==> config.mk <==
export PLATFORM = sky130hd
export DESIGN_NAME = scancode_to_char_translator
export DESIGN_NICKNAME = d
export VERILOG_FILES = /design/src/stc_pkg.sv /design/src/stc_front.sv /design/src/stc_queue.sv /design/src/stc_back.sv /design/src/scancode_to_char_translator.sv
export SDC_FILE = /design/constraint.sdc
export NUM_CORES = 1
export LEC_CHECK = 0
export ABC_AREA = 1
export BUFFER_PORTS_ARGS = -buffer_cell sky130_fd_sc_hd__buf_2
export CORE_UTILIZATION = 50
export DETAILED_ROUTE_END_ITERATION = 16
export PLACE_DENSITY = 0.79
export SLEW_MARGIN = 20
export SYNTH_ARGS = -nofsm -noshare
export SYNTH_HDL_FRONTEND = slang
export SYNTH_SLANG_ARGS = --single-unit
==> constraint.sdc <==
create_clock -name clk -period 4.3 [get_ports clk]
set_input_delay 0.86 -clock clk [delete_from_list [all_inputs] [get_ports clk]]
set_output_delay 0.86 -clock clk [all_outputs]
set_load 0.03 [all_outputs]
==> src/stc_pkg.sv <==
// Shared types, scancode constants and character ROM functions for the
// scancode-to-character translator. No dependencies.
package stc_pkg;

  // Scancodes with special handling.
  localparam logic [7:0] SC_PFX_E0    = 8'he0;
  localparam logic [7:0] SC_PFX_E1    = 8'he1;
  localparam logic [7:0] SC_CTRL      = 8'h1d;
  localparam logic [7:0] SC_LSHIFT    = 8'h2a;
  localparam logic [7:0] SC_RSHIFT    = 8'h36;
  localparam logic [7:0] SC_ALT       = 8'h38;
  localparam logic [7:0] SC_MINUS     = 8'h35;
  localparam logic [7:0] SC_CAPS      = 8'h3a;
  localparam logic [7:0] SC_NUM       = 8'h45;
  localparam logic [7:0] SC_SCROLL    = 8'h46;
  localparam logic [7:0] SC_CTRL_BRK  = 8'h9d;
  localparam logic [7:0] SC_LSHIFT_BRK = 8'haa;
  localparam logic [7:0] SC_RSHIFT_BRK = 8'hb6;
  localparam logic [7:0] SC_ALT_BRK   = 8'hb8;
  localparam logic [7:0] SC_CAPS_BRK  = 8'hba;

  // Modifier mode bit positions.
  localparam int MB_LSHIFT = 0;
  localparam int MB_RSHIFT = 1;
  localparam int MB_LCTRL  = 2;
  localparam int MB_RCTRL  = 3;
  localparam int MB_ALT    = 4;
  localparam int MB_ALTGR  = 5;
  localparam int MB_CAPS   = 6;
  localparam int MB_HELD   = 7;

  // LED bit positions.
  localparam int LB_SCROLL = 0;
  localparam int LB_NUM    = 1;
  localparam int LB_CAPS   = 2;

  localparam logic [7:0] CH_SLASH = 8'h2f;

  // Prefix state codes.
  typedef enum logic [1:0] {
    PFX_NONE = 2'd0,
    PFX_E0   = 2'd1,
    PFX_E1   = 2'd2
  } pfx_t;

  // What the back end has to do with a transaction.
  typedef enum logic [1:0] {
    K_NONE  = 2'd0,
    K_XLATE = 2'd1,
    K_SLASH = 2'd2
  } kind_t;

  // One classified transaction handed from front end to back end.
  typedef struct packed {
    kind_t      kind;
    logic [6:0] idx;       // ROM index, always below 0x61 for translated keys
    logic [6:0] mods;      // modifier bits 0..6 as they stood before this code
    logic       led_write;
    logic [2:0] led_bits;
  } fe_item_t;

  // True for the make codes that go through the character tables.
  function automatic logic is_char_key(input logic [7:0] code);
    logic r;
    r = 1'b0;
    if (code >= 8'h01 && code <= 8'h1c) r = 1'b1;
    if (code >= 8'h1e && code <= 8'h29) r = 1'b1;
    if (code >= 8'h2b && code <= 8'h34) r = 1'b1;
    if (code == 8'h37 || code == 8'h39) r = 1'b1;
    if (code == 8'h4a || code == 8'h4e || code == 8'h56) r = 1'b1;
    return r;
  endfunction

  // Unshifted layout.
  function automatic logic [7:0] base_rom(input logic [6:0] a);
    logic [7:0] c;
    case (a)
      7'h01: c = 8'h1b; 7'h02: c = 8'h31; 7'h03: c = 8'h32; 7'h04: c = 8'h33;
      7'h05: c = 8'h34; 7'h06: c = 8'h35; 7'h07: c = 8'h36; 7'h08: c = 8'h37;
      7'h09: c = 8'h38; 7'h0a: c = 8'h39; 7'h0b: c = 8'h30; 7'h0c: c = 8'h2b;
      7'h0e: c = 8'h7f; 7'h0f: c = 8'h09;
      7'h10: c = 8'h71; 7'h11: c = 8'h77; 7'h12: c = 8'h65; 7'h13: c = 8'h72;
      7'h14: c = 8'h74; 7'h15: c = 8'h79; 7'h16: c = 8'h75; 7'h17: c = 8'h69;
      7'h18: c = 8'h6f; 7'h19: c = 8'h70; 7'h1a: c = 8'he5; 7'h1c: c = 8'h0a;
      7'h1e: c = 8'h61; 7'h1f: c = 8'h73;
      7'h20: c = 8'h64; 7'h21: c = 8'h66; 7'h22: c = 8'h67; 7'h23: c = 8'h68;
      7'h24: c = 8'h6a; 7'h25: c = 8'h6b; 7'h26: c = 8'h6c; 7'h27: c = 8'hf6;
      7'h28: c = 8'he4; 7'h2c: c = 8'h7a; 7'h2d: c = 8'h78; 7'h2e: c = 8'h63;
      7'h2f: c = 8'h76;
      7'h30: c = 8'h62; 7'h31: c = 8'h6e; 7'h32: c = 8'h6d; 7'h33: c = 8'h2c;
      7'h34: c = 8'h2e; 7'h35: c = 8'h2d; 7'h37: c = 8'h2a; 7'h39: c = 8'h20;
      7'h4a: c = 8'h2d; 7'h4e: c = 8'h2b; 7'h56: c = 8'h3c;
      default: c = 8'h00;
    endcase
    return c;
  endfunction

  // Shifted layout.
  function automatic logic [7:0] shift_rom(input logic [6:0] a);
    logic [7:0] c;
    case (a)
      7'h01: c = 8'h1b; 7'h02: c = 8'h21; 7'h03: c = 8'h22; 7'h04: c = 8'h23;
      7'h06: c = 8'h25; 7'h07: c = 8'h26; 7'h08: c = 8'h2f; 7'h09: c = 8'h28;
      7'h0a: c = 8'h29; 7'h0b: c = 8'h3d; 7'h0c: c = 8'h3f; 7'h0d: c = 8'h60;
      7'h0e: c = 8'h7f; 7'h0f: c = 8'h09;
      7'h10: c = 8'h51; 7'h11: c = 8'h57; 7'h12: c = 8'h45; 7'h13: c = 8'h52;
      7'h14: c = 8'h54; 7'h15: c = 8'h59; 7'h16: c = 8'h55; 7'h17: c = 8'h49;
      7'h18: c = 8'h4f; 7'h19: c = 8'h50; 7'h1a: c = 8'hc5; 7'h1b: c = 8'h5e;
      7'h1c: c = 8'h0a; 7'h1e: c = 8'h41; 7'h1f: c = 8'h53;
      7'h20: c = 8'h44; 7'h21: c = 8'h46; 7'h22: c = 8'h47; 7'h23: c = 8'h48;
      7'h24: c = 8'h4a; 7'h25: c = 8'h4b; 7'h26: c = 8'h4c; 7'h27: c = 8'hd6;
      7'h28: c = 8'hc4; 7'h2b: c = 8'h2a; 7'h2c: c = 8'h5a; 7'h2d: c = 8'h58;
      7'h2e: c = 8'h43; 7'h2f: c = 8'h56;
      7'h30: c = 8'h42; 7'h31: c = 8'h4e; 7'h32: c = 8'h4d; 7'h33: c = 8'h3b;
      7'h34: c = 8'h3a; 7'h35: c = 8'h5f; 7'h37: c = 8'h2a; 7'h39: c = 8'h20;
      7'h4a: c = 8'h2d; 7'h4e: c = 8'h2b; 7'h56: c = 8'h3e;
      default: c = 8'h00;
    endcase
    return c;
  endfunction

  // Alt-gr layout.
  function automatic logic [7:0] altgr_rom(input logic [6:0] a);
    logic [7:0] c;
    case (a)
      7'h03: c = 8'h40; 7'h05: c = 8'h24; 7'h08: c = 8'h7c; 7'h09: c = 8'h5b;
      7'h0a: c = 8'h5d; 7'h1b: c = 8'h7e; 7'h1c: c = 8'h0a; 7'h56: c = 8'h7c;
      default: c = 8'h00;
    endcase
    return c;
  endfunction

endpackage

==> src/stc_front.sv <==
// Front end of the translator: holds modifier, LED and prefix state and
// classifies each accepted scancode into a queue item. Depends on stc_pkg.
module stc_front (
  input  logic             clk,
  input  logic             rst_n,
  input  logic             accept,
  input  logic [7:0]       scancode,
  output stc_pkg::fe_item_t item,
  output stc_pkg::pfx_t    prefix
);
  import stc_pkg::*;

  logic [7:0] mode_r, mode_nxt;
  logic [2:0] led_r, led_nxt;
  pfx_t       pfx_r, pfx_nxt;
  logic       pre;
  logic       ledw;
  kind_t      kind;

  // State registers, updated once per accepted transaction.
  always_ff @(posedge clk) begin
    if (!rst_n) begin
      mode_r <= '0;
      led_r  <= '0;
      pfx_r  <= PFX_NONE;
    end else if (accept) begin
      mode_r <= mode_nxt;
      led_r  <= led_nxt;
      pfx_r  <= pfx_nxt;
    end
  end

  // Decode of the scancode against the current state.
  always_comb begin
    pre      = (pfx_r != PFX_NONE);
    mode_nxt = mode_r;
    led_nxt  = led_r;
    pfx_nxt  = PFX_NONE;
    ledw     = 1'b0;
    kind     = K_NONE;
    case (scancode)
      SC_PFX_E0: pfx_nxt = PFX_E0;
      SC_PFX_E1: pfx_nxt = PFX_E1;
      SC_CTRL: begin
        if (pfx_r == PFX_NONE) mode_nxt[MB_LCTRL] = 1'b1;
        else if (pfx_r == PFX_E0) mode_nxt[MB_RCTRL] = 1'b1;
      end
      SC_LSHIFT: mode_nxt[MB_LSHIFT] = 1'b1;
      SC_RSHIFT: mode_nxt[MB_RSHIFT] = 1'b1;
      SC_ALT: begin
        if (pre) mode_nxt[MB_ALTGR] = 1'b1;
        else mode_nxt[MB_ALT] = 1'b1;
      end
      SC_MINUS: kind = pre ? K_SLASH : K_XLATE;
      SC_CAPS: begin
        // Auto-repeat of a held caps key does not toggle again.
        if (!mode_r[MB_HELD]) begin
          led_nxt[LB_CAPS]  = ~led_r[LB_CAPS];
          mode_nxt[MB_CAPS] = ~mode_r[MB_CAPS];
          mode_nxt[MB_HELD] = 1'b1;
        end
        ledw = 1'b1;
      end
      SC_NUM: begin
        led_nxt[LB_NUM] = ~led_r[LB_NUM];
        ledw = 1'b1;
      end
      SC_SCROLL: begin
        led_nxt[LB_SCROLL] = ~led_r[LB_SCROLL];
        ledw = 1'b1;
      end
      SC_CTRL_BRK: begin
        if (pre) mode_nxt[MB_RCTRL] = 1'b0;
        else mode_nxt[MB_LCTRL] = 1'b0;
      end
      SC_LSHIFT_BRK: mode_nxt[MB_LSHIFT] = 1'b0;
      SC_RSHIFT_BRK: mode_nxt[MB_RSHIFT] = 1'b0;
      SC_ALT_BRK: begin
        if (pre) mode_nxt[MB_ALTGR] = 1'b0;
        else mode_nxt[MB_ALT] = 1'b0;
      end
      SC_CAPS_BRK: begin
        mode_nxt[MB_HELD] = 1'b0;
        ledw = 1'b1;
      end
      default: begin
        if (is_char_key(scancode)) kind = K_XLATE;
      end
    endcase
  end

  // Item for the back end; the translation uses the mode before this code.
  always_comb begin
    item.kind      = kind;
    item.idx       = scancode[6:0];
    item.mods      = mode_r[6:0];
    item.led_write = ledw;
    item.led_bits  = led_nxt;
  end

  assign prefix = pfx_r;

endmodule

==> src/stc_queue.sv <==
// Short queue of classified items between front end and back end.
// Depends on stc_pkg for the item type.
module stc_queue #(
  parameter int DEPTH = 4
) (
  input  logic              clk,
  input  logic              rst_n,
  input  logic              wr_en,
  input  stc_pkg::fe_item_t wr_data,
  output logic              full,
  input  logic              rd_en,
  output stc_pkg::fe_item_t rd_data,
  output logic              rd_valid
);
  import stc_pkg::*;

  localparam int PTR_W = (DEPTH > 1) ? $clog2(DEPTH) : 1;
  localparam int CNT_W = $clog2(DEPTH + 1);

  fe_item_t   store_r [DEPTH];
  logic [PTR_W-1:0] wr_ptr_r, wr_ptr_nxt;
  logic [PTR_W-1:0] rd_ptr_r, rd_ptr_nxt;
  logic [CNT_W-1:0] cnt_r, cnt_nxt;
  logic             do_wr, do_rd;

  assign full     = (cnt_r == CNT_W'(DEPTH));
  assign rd_valid = (cnt_r != '0);
  assign do_wr    = wr_en && !full;
  assign do_rd    = rd_en && rd_valid;

  // Pointer and occupancy bookkeeping.
  always_comb begin
    wr_ptr_nxt = wr_ptr_r;
    rd_ptr_nxt = rd_ptr_r;
    cnt_nxt    = cnt_r;
    if (do_wr) begin
      wr_ptr_nxt = (wr_ptr_r == PTR_W'(DEPTH - 1)) ? '0 : wr_ptr_r + 1'b1;
    end
    if (do_rd) begin
      rd_ptr_nxt = (rd_ptr_r == PTR_W'(DEPTH - 1)) ? '0 : rd_ptr_r + 1'b1;
    end
    if (do_wr && !do_rd) cnt_nxt = cnt_r + 1'b1;
    else if (do_rd && !do_wr) cnt_nxt = cnt_r - 1'b1;
  end

  always_ff @(posedge clk) begin
    if (!rst_n) begin
      wr_ptr_r <= '0;
      rd_ptr_r <= '0;
      cnt_r    <= '0;
    end else begin
      wr_ptr_r <= wr_ptr_nxt;
      rd_ptr_r <= rd_ptr_nxt;
      cnt_r    <= cnt_nxt;
    end
  end

  // Entry storage; payload needs no reset.
  always_ff @(posedge clk) begin
    if (do_wr) store_r[wr_ptr_r] <= wr_data;
  end

  assign rd_data = store_r[rd_ptr_r];

endmodule

==> src/stc_back.sv <==
// Back end of the translator: ROM lookup and modifier post-processing,
// then the registered result stage. Depends on stc_pkg.
module stc_back (
  input  logic              clk,
  input  logic              rst_n,
  input  stc_pkg::fe_item_t item,
  input  logic              item_valid,
  output logic              item_take,
  input  logic              pop,
  output logic              empty,
  output logic [7:0]        char_code,
  output logic              char_valid,
  output logic              led_write,
  output logic [2:0]        led_bits
);
  import stc_pkg::*;

  logic       out_valid_r, out_valid_nxt;
  logic [7:0] code_r;
  logic       cval_r;
  logic       ledw_r;
  logic [2:0] leds_r;
  logic [7:0] rom_c, c1, c2, ch;
  logic       out_take, load;

  // Table lookup and modifier rules for a translated key.
  always_comb begin
    if (item.mods[MB_ALTGR]) rom_c = altgr_rom(item.idx);
    else if (item.mods[MB_LSHIFT] || item.mods[MB_RSHIFT]) rom_c = shift_rom(item.idx);
    else rom_c = base_rom(item.idx);
    c1 = rom_c;
    if (item.mods[MB_CAPS] && rom_c >= 8'h61 && rom_c <= 8'h7a) c1 = rom_c - 8'h20;
    c2 = c1;
    if ((item.mods[MB_LCTRL] || item.mods[MB_RCTRL]) && c1 >= 8'h40 && c1 < 8'h60) begin
      c2 = c1 - 8'h40;
    end
    case (item.kind)
      K_XLATE: ch = item.mods[MB_ALT] ? (c2 | 8'h80) : c2;
      K_SLASH: ch = CH_SLASH;
      default: ch = 8'h00;
    endcase
  end

  // Result stage: refills while the current result is being taken.
  assign out_take      = pop && out_valid_r;
  assign load          = item_valid && (!out_valid_r || out_take);
  assign item_take     = load;
  assign out_valid_nxt = load || (out_valid_r && !out_take);

  always_ff @(posedge clk) begin
    if (!rst_n) begin
      out_valid_r <= 1'b0;
    end else begin
      out_valid_r <= out_valid_nxt;
    end
  end

  always_ff @(posedge clk) begin
    if (load) begin
      code_r <= ch;
      cval_r <= (ch != 8'h00);
      ledw_r <= item.led_write;
      leds_r <= item.led_bits;
    end
  end

  assign empty      = !out_valid_r;
  assign char_code  = code_r;
  assign char_valid = cval_r;
  assign led_write  = ledw_r;
  assign led_bits   = leds_r;

endmodule

==> src/scancode_to_char_translator.sv <==
// Set-1 keyboard scancode to character translator, top level.
// Instantiates stc_front, stc_queue and stc_back; depends on stc_pkg.
//
// Every scancode pushed in gives exactly one result, in order, including
// prefix and release codes, which give a zero character. A new scancode is
// accepted every cycle while the internal queue of DEPTH entries has room;
// a scancode is written into the queue after the front end, then goes
// through the ROM lookup into the output register when that register is
// empty or being taken by pop. Modifier, caps lock, LED and E0/E1 prefix
// state live in the front end and update in the cycle of acceptance.
// led_write asks the host to send 0xED followed by led_bits to the
// keyboard. Function and cursor keys produce no character.
module scancode_to_char_translator #(
  parameter int DEPTH = 4
) (
  input  logic       clk,
  input  logic       rst_n,
  input  logic       push,
  output logic       full,
  input  logic [7:0] in_scancode,
  output logic       empty,
  input  logic       pop,
  output logic [7:0] out_char_code,
  output logic       out_char_valid,
  output logic       out_led_write,
  output logic [2:0] out_led_bits
);
  import stc_pkg::*;

  fe_item_t fe_item, q_item;
  pfx_t     prefix;
  logic     in_fire, q_valid, q_take;

  assign in_fire = push && !full;

  // Front end: state tracking and classification.
  stc_front u_front (
    .clk      (clk),
    .rst_n    (rst_n),
    .accept   (in_fire),
    .scancode (in_scancode),
    .item     (fe_item),
    .prefix   (prefix)
  );

  // Decoupling queue.
  stc_queue #(
    .DEPTH (DEPTH)
  ) u_queue (
    .clk      (clk),
    .rst_n    (rst_n),
    .wr_en    (push),
    .wr_data  (fe_item),
    .full     (full),
    .rd_en    (q_take),
    .rd_data  (q_item),
    .rd_valid (q_valid)
  );

  // Back end: translation and result register.
  stc_back u_back (
    .clk        (clk),
    .rst_n      (rst_n),
    .item       (q_item),
    .item_valid (q_valid),
    .item_take  (q_take),
    .pop        (pop),
    .empty      (empty),
    .char_code  (out_char_code),
    .char_valid (out_char_valid),
    .led_write  (out_led_write),
    .led_bits   (out_led_bits)
  );

  // LED requests come only from lock keys, which never produce a character.
  a_ledw_no_char: assert property (@(posedge clk) disable iff (!rst_n)
    !empty |-> !(out_led_write && out_char_valid))
    else $error("result carries both an LED request and a character");

  // An E0 prefix byte leaves the front end waiting for the second byte.
  a_prefix_e0: assert property (@(posedge clk) disable iff (!rst_n)
    (in_fire && in_scancode == SC_PFX_E0) |=> (prefix == PFX_E0))
    else $error("E0 prefix not recorded");

  // A taken result with nothing queued behind it leaves the output empty.
  a_drain: assert property (@(posedge clk) disable iff (!rst_n)
    (pop && !empty && !q_valid) |=> empty)
    else $error("result repeated after it was taken");

endmodule
==> results of run 1 <==
-- metal layers --
layer / track usage, % / wire (um) / part of all wire [%]
met1: 30.9 / 6510 / 40
met2: 42.5 / 7870 / 49
met3: 5.24 / 1120 / 7.0
met4: 14.8 / 653 / 4.0
met5: 0 / 0 / 0
-- final timing paths --
check	start	end	slack, ns	cells after the start
max	register	u_back.char_valid	0.25	23
min	u_front.prefix[1]	u_front.prefix[1]	0.48	2
max reg2reg	register	u_back.char_valid	0.25	23
min reg2reg	u_front.prefix[1]	u_front.prefix[1]	0.48	2
-- worst register-to-register path: cells and delay by family, from the launching register on --
kind / cells / cell delay, ns
flip-flops: 1 / 0.41
adder cells (fa/ha/maj): 2 / 0.50
AND/OR/NAND/NOR: 15 / 2.22
buffers and inverters: 5 / 0.60
AO/OA/AOI/OAI: 1 / 0.08
-- stage by stage --
| stage | total power (uW) | instances | cell area [sq um] |
|---|---|---|---|
| after floorplan | 3970 | 793 | 6520 |
| after global placement | 4850 | 996 | 6970 |
| after detailed placement | 4860 | 996 | 6970 |
| after CTS | 6300 | 1028 | 7570 |
| after global routing | 7020 | 1036 | 7750 |
| final | 6550 | 1036 | 7750 |
-- cell families (layout without fill, tap and decap cells) --
group | count (synthesis) | after routing | synth area share [%]
and+or+nand+nor | 432 | 432 | 28.3
adders and majority gates | 21 | 21 | 4.14
DFF | 116 | 116 | 49.9
AOI/OAI and AO/OA | 107 | 107 | 9.86
buffers and inverters | 113 | 184 | 7.31
xor gates and xnor gates | 4 | 4 | 0.537
-- power by group --
part	switching [uW]	total, uW	internal [uW]
combinational	2400	3590	1190
sequential	74.7	1530	1450
clock	517	1430	913
total	2990	6550	3560
-- synth_stat cells --
cell type | n | share of area (%)
sky130_fd_sc_hd__dfxtp_1 | 23 | 7.1
sky130_fd_sc_hd__ha_1 | 20 | 3.8
sky130_fd_sc_hd__buf_2 | 11 | 0.84
sky130_fd_sc_hd__o31ai_1 | 2 | 0.23
sky130_fd_sc_hd__edfxtp_1 | 93 | 43
sky130_fd_sc_hd__nand3_1 | 93 | 7.1
sky130_fd_sc_hd__a211oi_1 | 2 | 0.23
sky130_fd_sc_hd__a32o_1 | 1 | 0.15
sky130_fd_sc_hd__nor3_2 | 1 | 0.15
sky130_fd_sc_hd__buf_4 | 3 | 0.35
sky130_fd_sc_hd__or2_2 | 3 | 0.29
sky130_fd_sc_hd__nor2_2 | 4 | 0.38
sky130_fd_sc_hd__a21boi_1 | 1 | 0.12
sky130_fd_sc_hd__clkbuf_1 | 7 | 0.40
sky130_fd_sc_hd__nand2_1 | 209 | 12
sky130_fd_sc_hd__o211a_1 | 1 | 0.15
sky130_fd_sc_hd__o32ai_1 | 1 | 0.13
sky130_fd_sc_hd__inv_2 | 4 | 0.23
sky130_fd_sc_hd__o2111ai_1 | 2 | 0.27
sky130_fd_sc_hd__nand3_2 | 3 | 0.46
sky130_fd_sc_hd__o22ai_1 | 6 | 0.58
sky130_fd_sc_hd__a32oi_4 | 1 | 0.42
sky130_fd_sc_hd__o211ai_1 | 2 | 0.23
sky130_fd_sc_hd__a32oi_1 | 2 | 0.27
sky130_fd_sc_hd__nor3_1 | 14 | 1.1
sky130_fd_sc_hd__a21oi_2 | 2 | 0.27
sky130_fd_sc_hd__inv_1 | 81 | 4.7
sky130_fd_sc_hd__inv_4 | 2 | 0.19
sky130_fd_sc_hd__a31oi_1 | 7 | 0.67
sky130_fd_sc_hd__buf_1 | 2 | 0.12
sky130_fd_sc_hd__o21ai_0 | 49 | 3.8
sky130_fd_sc_hd__fa_1 | 1 | 0.31
sky130_fd_sc_hd__nand4_1 | 11 | 1.1
sky130_fd_sc_hd__a21oi_1 | 24 | 1.8
sky130_fd_sc_hd__nand2_2 | 5 | 0.48
sky130_fd_sc_hd__buf_6 | 3 | 0.52
sky130_fd_sc_hd__nor2_1 | 87 | 5.0
sky130_fd_sc_hd__a311oi_1 | 2 | 0.27
sky130_fd_sc_hd__o21ai_2 | 2 | 0.27
sky130_fd_sc_hd__nor4_1 | 1 | 0.096
sky130_fd_sc_hd__or2_4 | 1 | 0.13
sky130_fd_sc_hd__xor2_1 | 4 | 0.54
-- state kept, by name (all words and copies together) (netlist names), named ones only --
name / flops
u_queue.store_r: 80
u_back.char_code: 8
u_front.mode_r: 8
u_back.led_bits: 3
u_front.led_r: 3
u_queue.cnt_r: 3
u_front.prefix: 2
u_queue.rd_ptr_r: 2
u_queue.wr_ptr_r: 2
u_back.char_valid: 1
u_back.led_write: 1
u_back.out_valid_r: 1
-- area by class of cell --
class / instances / area [sq um] / share of cell area, %
multi-input combinational: 564 / 2880 / 37.2
inverter: 87 / 342 / 4.41
clock inverter: 15 / 179 / 2.31
clock buffer: 17 / 425 / 5.49
timing repair buffer: 65 / 447 / 5.77
tap: 172 / 215 / 2.78
sequential: 116 / 3260 / 42.1
-- timing repair --
| action | CTS | global route |
|---|---|---|
| setup endpoints to repair | 0 | 3 |
| resized for setup | 0 | 38 |
| setup buffers | 0 | 8 |
==> results.md, run 1 <==
| Parameter | Reported |
|:---|:---|
| Outcome | finished, final reports clean |
| Warning count from the yosys run | 0 |
| Number of global-route vias before repair | 5467 |
| Detailed placement HPWL | 11300 um |
| Share of the cycle needed by the critical path after routing | 94.2% |
| Peak supply drop | 0.000386 V |
| Number of inserted diodes | 0 |
| CTS hold repair buffers | 0 |
| Height of the die | 116 um |
| Sequential element share of the synthesized area | 49.9% |
| Area enclosed by the die boundary | 13500 sq um |
| Insertion delay of the later-clocked pin in the worst-skew pair | 0.41 ns |
| Initial standard-cell utilization of the core | 51.5% |
| Highest clock rate | 247 MHz |
| Critical Path End Type | register |
| Critical Path Source Type | register |
| Vias | 5747 |
| Cell variety after synth | 42 |
| Final sum of negative setup slack | 0 ns |
| Arrival time worst endpoint | 4.21 ns |
| Fraction of layout instances using a drive strength above 1 | 17.2% |
| Mean post-synth cell area | 8.23 sq um |
| Overall overflow remaining after global route | 0 |
| Drt first-iter violations | 663 |
| Ports | 27 |
| Minimum clock period | 4.05 ns |
| Maximum number of pins on one net before global-route repair | 24 |
| Clock tree from TritonCTS | yes |
| Worst Path Max Fanout | 11 |
| Reg clk slew, reported paths | 0.06 ns |
| Count of max-cap constraint violations | 0 |
| Synth Register Bits | 116 |
| Final Routed Wirelength | 16200 um |
| Standard cell core area | 12700 sq um |
| Commonest cells after routing, fill and taps aside | sky130_fd_sc_hd__nand2_1, sky130_fd_sc_hd__nand3_1, sky130_fd_sc_hd__edfxtp_1 |
| Relative slew margins | 62.6% |
| Remaining number of nets flagged by the antenna check after routing | 0 |
| Total DRC errors in the routed layout | 0 |
| First-pass iteration count of the detailed router | 6 |
| Total track usage | 25.6% |
| Worst Path Required | 4.46 ns |
| H-tree depth | 4 |
| Signed area change from the synthesized netlist to the final layout | 18.7% |
| Static leakage | 0.00337 uW |
| Avg Vias per Cell | 5.55 |
| Setup skew after layout | 0.00652 ns |
| Power per cell area | 846 nW/um^2 |
| Worst Setup Path Type | reg2reg |
| Maximum clock insertion buffer count | 2 |
| Die extent in x | 116 um |
| Delay of the slowest cell on the worst path | 0.46 ns |
| Synthesized cell area | 6520 sq um |
| Family with the most delay on the worst path | simple AND/OR/NAND/NOR gates |
| Critical path, cell by cell | buf_4 > nand2_1 > nand3_2 > nand2_4 > buf_4 > nand2_2 > inv_1 > nand3_1 > inv_1 > nor4_1 > a21oi_4 > ha_1 > nand4_1 > nand2_1 > inv_1 > ha_1 > or2_2 > nand3_1 > nand2_1 > nor2_2 > nand3_1 > nand3_1 > nand3_1 |
| Initial antenna violation count | 0 |
| Wire length of the first global-routing pass | 26000 um |
| Worst-path cell with the longest stage delay | sky130_fd_sc_hd__nor4_1 |
| Setup violation total in the final timing report | 0 |
| Least-Margin Pin Slew | 0.557 ns |
| Final setup margin | 0.251 ns |
| Net count, final | 884 |
| Post-Place Setup Slack | 0.0837 ns |
| Path type of the worst min-delay path | reg2reg |
| Number of cells produced by synthesis | 793 |
| Filler Cells Inserted | 1060 |
| Number of sinks on the clock net | 116 |
| Routed WL per cell | 15.6 um |
| Most frequent standard cell in the layout excluding fill and tap cells | sky130_fd_sc_hd__nand2_1 |
| Post-synth net total | 826 |
| IO buf count | 26 |
| Worst hold slack | 0.483 ns |
| Post-layout utilization of the core | 61.1% |
| Most numerous cell on the critical path | sky130_fd_sc_hd__nand3_1 |
| Final weighted congestion in routability-driven placement | 1.01 |
| Number of hold violations in the final report | 0 |
| Total buffers and inverters traversed by the critical path | 5 |
| Cell at the root of the clock tree | sky130_fd_sc_hd__clkbuf_16 |
| Number of clock buffers inserted by TritonCTS | 17 |
| Number of placement rows | 41 |
| Max-slew violation total from the final report | 0 |
Note: power is estimated with default switching activity, not from simulation.
==> run 2, diff against run 1 <==
--- a/config.mk
+++ b/config.mk
@@ -9,7 +9,7 @@
 export BUFFER_PORTS_ARGS = -buffer_cell sky130_fd_sc_hd__buf_2
 export CORE_UTILIZATION = 50
 export DETAILED_ROUTE_END_ITERATION = 16
-export PLACE_DENSITY = 0.79
+export PLACE_DENSITY = 0.77
 export SLEW_MARGIN = 20
 export SYNTH_ARGS = -nofsm -noshare
 export SYNTH_HDL_FRONTEND = slang
==> constraint.sdc (replaced) <==
create_clock -name clk -period 4.5 [get_ports clk]
set_input_delay 0.9 -clock clk [delete_from_list [all_inputs] [get_ports clk]]
set_output_delay 0.9 -clock clk [all_outputs]
set_load 0.03 [all_outputs]
==> run 2 against run 1 <==
Non-clock buffer count shrank 16. Count of clock-buffer cells in the layout grew 1. Critical path depth grew 4. Power shrank 6.6%. Clock power shrank 3%. Cell count shrank 1.5%. Utilization shrank 1.2 points. Die area is the same. Sequential cell count is the same. Via count shrank 1.0%. Wire length shrank 1.1%. Critical path type unchanged. Highest routed layer unchanged.
==> results.md, run 2 (synthesized netlist as in run 1, its figures left out) <==
| Parameter | Reported | vs previous |
|:---|:---|:---|
| Drt first-iter violations | 863 | +30% |
| Number of global-route vias before repair | 5329 | -2.5% |
| Power per cell area | 806 nW/um^2 | -4.7% |
| Highest clock rate | 245 MHz | -0.81% |
| Final sum of negative setup slack | 0 ns | unchanged |
| Met2 usage | 43.4% | +0.87 points |
| Top register by number of flip-flops | u_queue.store_r |  |
| H-tree depth | 4 | unchanged |
| Insertion delay of the later-clocked pin in the worst-skew pair | 0.41 ns | about the same |
| Power spent charging and discharging nets | 2820 uW | -5.7% |
| Detailed placement HPWL | 11000 um | -2.0% |
| Number of clock buffers inserted by TritonCTS | 17 | unchanged |
| Maximum number of pins on one net before global-route repair | 27 | +13% |
| Area enclosed by the die boundary | 13500 sq um | unchanged |
| Net count, final | 868 | -1.8% |
| Max-slew violation total from the final report | 0 | unchanged |
| Avg Vias per Cell | 5.58 | +0.53% |
| Portion of total power attributed to sequential cells | 23.8% | +0.5 points |
| Number of sinks on the clock net | 116 | unchanged |
| Minimum clock period | 4.08 ns | +0.0331 ns |
| Number of hold violations in the final report | 0 | unchanged |
| Fraction of layout instances using a drive strength above 1 | 14.9% | -2.4 points |
| Path type of the worst min-delay path | reg2reg |  |
| Global-route track usage on met3 | 6.18% | +0.93 points |
| Least-Margin Pin Slew | 0.809 ns | +0.253 ns |
| Clock network power share | 22.7% | +0.9 points |
| Reg clk slew, reported paths | 0.06 ns | about the same |
| GR Layer Usage met1 | 32.0% | +1.1 points |
| Placed instance area | 6910 sq um | -0.79% |
| Maximum clock insertion buffer count | 2 | unchanged |
| Final Routed Wirelength | 16000 um | -1.1% |
| Critical Path End Type | register |  |
| Wire length of the first global-routing pass | 26500 um | +1.7% |
| Remaining number of nets flagged by the antenna check after routing | 0 | unchanged |
| GRT Max-Usage Layer | met2 |  |
| Flip-flop count of the largest register, all copies and words added | 80 | unchanged |
| Number of placement rows | 41 | unchanged |
| Worst-path cell with the longest stage delay | sky130_fd_sc_hd__dfxtp_4 |  |
| Worst Path Max Fanout | 13 | +2 |
| Most frequent standard cell in the layout excluding fill and tap cells | sky130_fd_sc_hd__nand2_1 |  |
| Delay of the slowest cell on the worst path | 0.38 ns | -0.08 ns |
| Number of inserted diodes | 0 | unchanged |
| CTS hold repair buffers | 0 | unchanged |
| Static leakage | 0.00328 uW | -2.4% |
| Int Power | 3300 uW | -7.3% |
| Initial standard-cell utilization of the core | 51.5% | unchanged |
| Die extent in x | 116 um | unchanged |
| First-pass iteration count of the detailed router | 6 | unchanged |
| Count of max-cap constraint violations | 0 | unchanged |
| Setup skew after layout | 0.00831 ns | +0.00179 ns |
| Standard cell core area | 12700 sq um | unchanged |
| Worst Setup Path Type | reg2reg |  |
| Sw Share | 46.1% | +0.42 points |
| Commonest cells after routing, fill and taps aside | sky130_fd_sc_hd__nand2_1, sky130_fd_sc_hd__edfxtp_1, sky130_fd_sc_hd__nand3_1 |  |
| Routed WL per cell | 15.7 um | +0.41% |
| Relative contribution of combinational cells to total power | 53.5% | -1.4 points |
| Setup violation total in the final timing report | 0 | unchanged |
| Height of the die | 116 um | unchanged |
| Share of the cycle needed by the critical path after routing | 90.7% | -3.5 points |
| Final weighted congestion in routability-driven placement | 1.03 | +2.3% |
| Relative slew margins | 45.8% | -17 points |
| Arrival time worst endpoint | 4.23 ns | +0.02 ns |
| Initial antenna violation count | 0 | unchanged |
| Signed area change from the synthesized netlist to the final layout | 16.5% |  |
| Outcome | finished, final reports clean |  |
| Peak supply drop | 0.000386 V | about the same |
| Critical Path Source Type | register |  |
| Total track usage | 26.0% | +0.44 points |
| Ports | 27 | unchanged |
| Vias | 5688 | -1.0% |
| Worst Path Required | 4.65 ns | +0.19 ns |
| Setup repair after global routing missed its margin | false |  |
| Clock tree from TritonCTS | yes |  |
| Overall overflow remaining after global route | 0 | unchanged |
| Cell at the root of the clock tree | sky130_fd_sc_hd__clkbuf_16 |  |
| IO buf count | 26 | unchanged |
| Most numerous cell on the critical path | sky130_fd_sc_hd__nand3_1 |  |
| Total DRC errors in the routed layout | 0 | unchanged |
| Area of all placed cells without fillers | 7600 sq um | -1.9% |
## run 2: cell types whose count changed in the layout (fill, tap and decap cells not counted), moves of 3 or more
cell / change
sky130_fd_sc_hd__buf_4: -14
sky130_fd_sc_hd__nand2_4: -3
sky130_fd_sc_hd__nor2_1: +3
sky130_fd_sc_hd__nor2_2: -4
sky130_fd_sc_hd__nand2_1: +3
## run 2: timing repair
action | 4_1_cts | 5_1_grt
gates resized for setup | 0 | 21
endpoints found under the setup margin | 0 | 3
buffers inserted | 0 | 1
## run 2: cell type report
cell class / instances / area [sq um]
tap: 172 / 215
clock inverter: 14 / 176
fill: 1086 / 5070
multi-input combinational: 564 / 2860
inverter: 87 / 334
sequential: 116 / 3260
timing repair buffer: 49 / 319
clock buffer: 18 / 439
## run 2: path summary, 6_finish.rpt
path	start	end	slack (ns)	cells past startpoint
setup / recovery	register	u_back.char_valid	0.42	27
setup reg to reg	register	u_back.char_valid	0.42	27
hold reg to reg	u_front.prefix[1]	u_front.prefix[1]	0.48	2
hold / removal	u_front.prefix[1]	u_front.prefix[1]	0.48	2
## run 2: worst max-delay path, delay by kind of cell, from the launching register on
family                     cells  cell delay, ns
AOI/OAI and AO/OA              3            0.52
adders and majority gates      3            0.67
DFF                            1            0.38
buffers and inverters          4            0.49
and+or+nand+nor               17            1.77
## run 2: per-stage QoR
step                worst slack, ns  utilization, %  hold WS (ns)  std cells  total power (uW)
global route                 0.0208            60.0         0.507       1020              6590
CTS                           0.168            59.4         0.479       1019              5990
floorplan                     0.510               -         0.437        793              3790
global placement              0.379            54.5         0.456        987              4600
detailed placement            0.220            54.5         0.461        987              4590
finish                        0.418            60.0         0.485       1020              6120
## run 2: per-layer routing
layer | up-vias | wire length, um
li1 | 2758 | -
met1 | 2607 | 6520
met2 | 270 | 7790
met3 | 53 | 1100
met4 | 0 | 569
met5 | - | 0
## run 2: power by group through the flow
stage	logic [uW]	registers (uW)	clock network, uW
final	3280	1460	1390
after detailed placement	3110	1470	0
after floorplan	2210	1580	0
after CTS	3130	1450	1400
after global routing	3670	1480	1440
after global placement	3130	1460	0
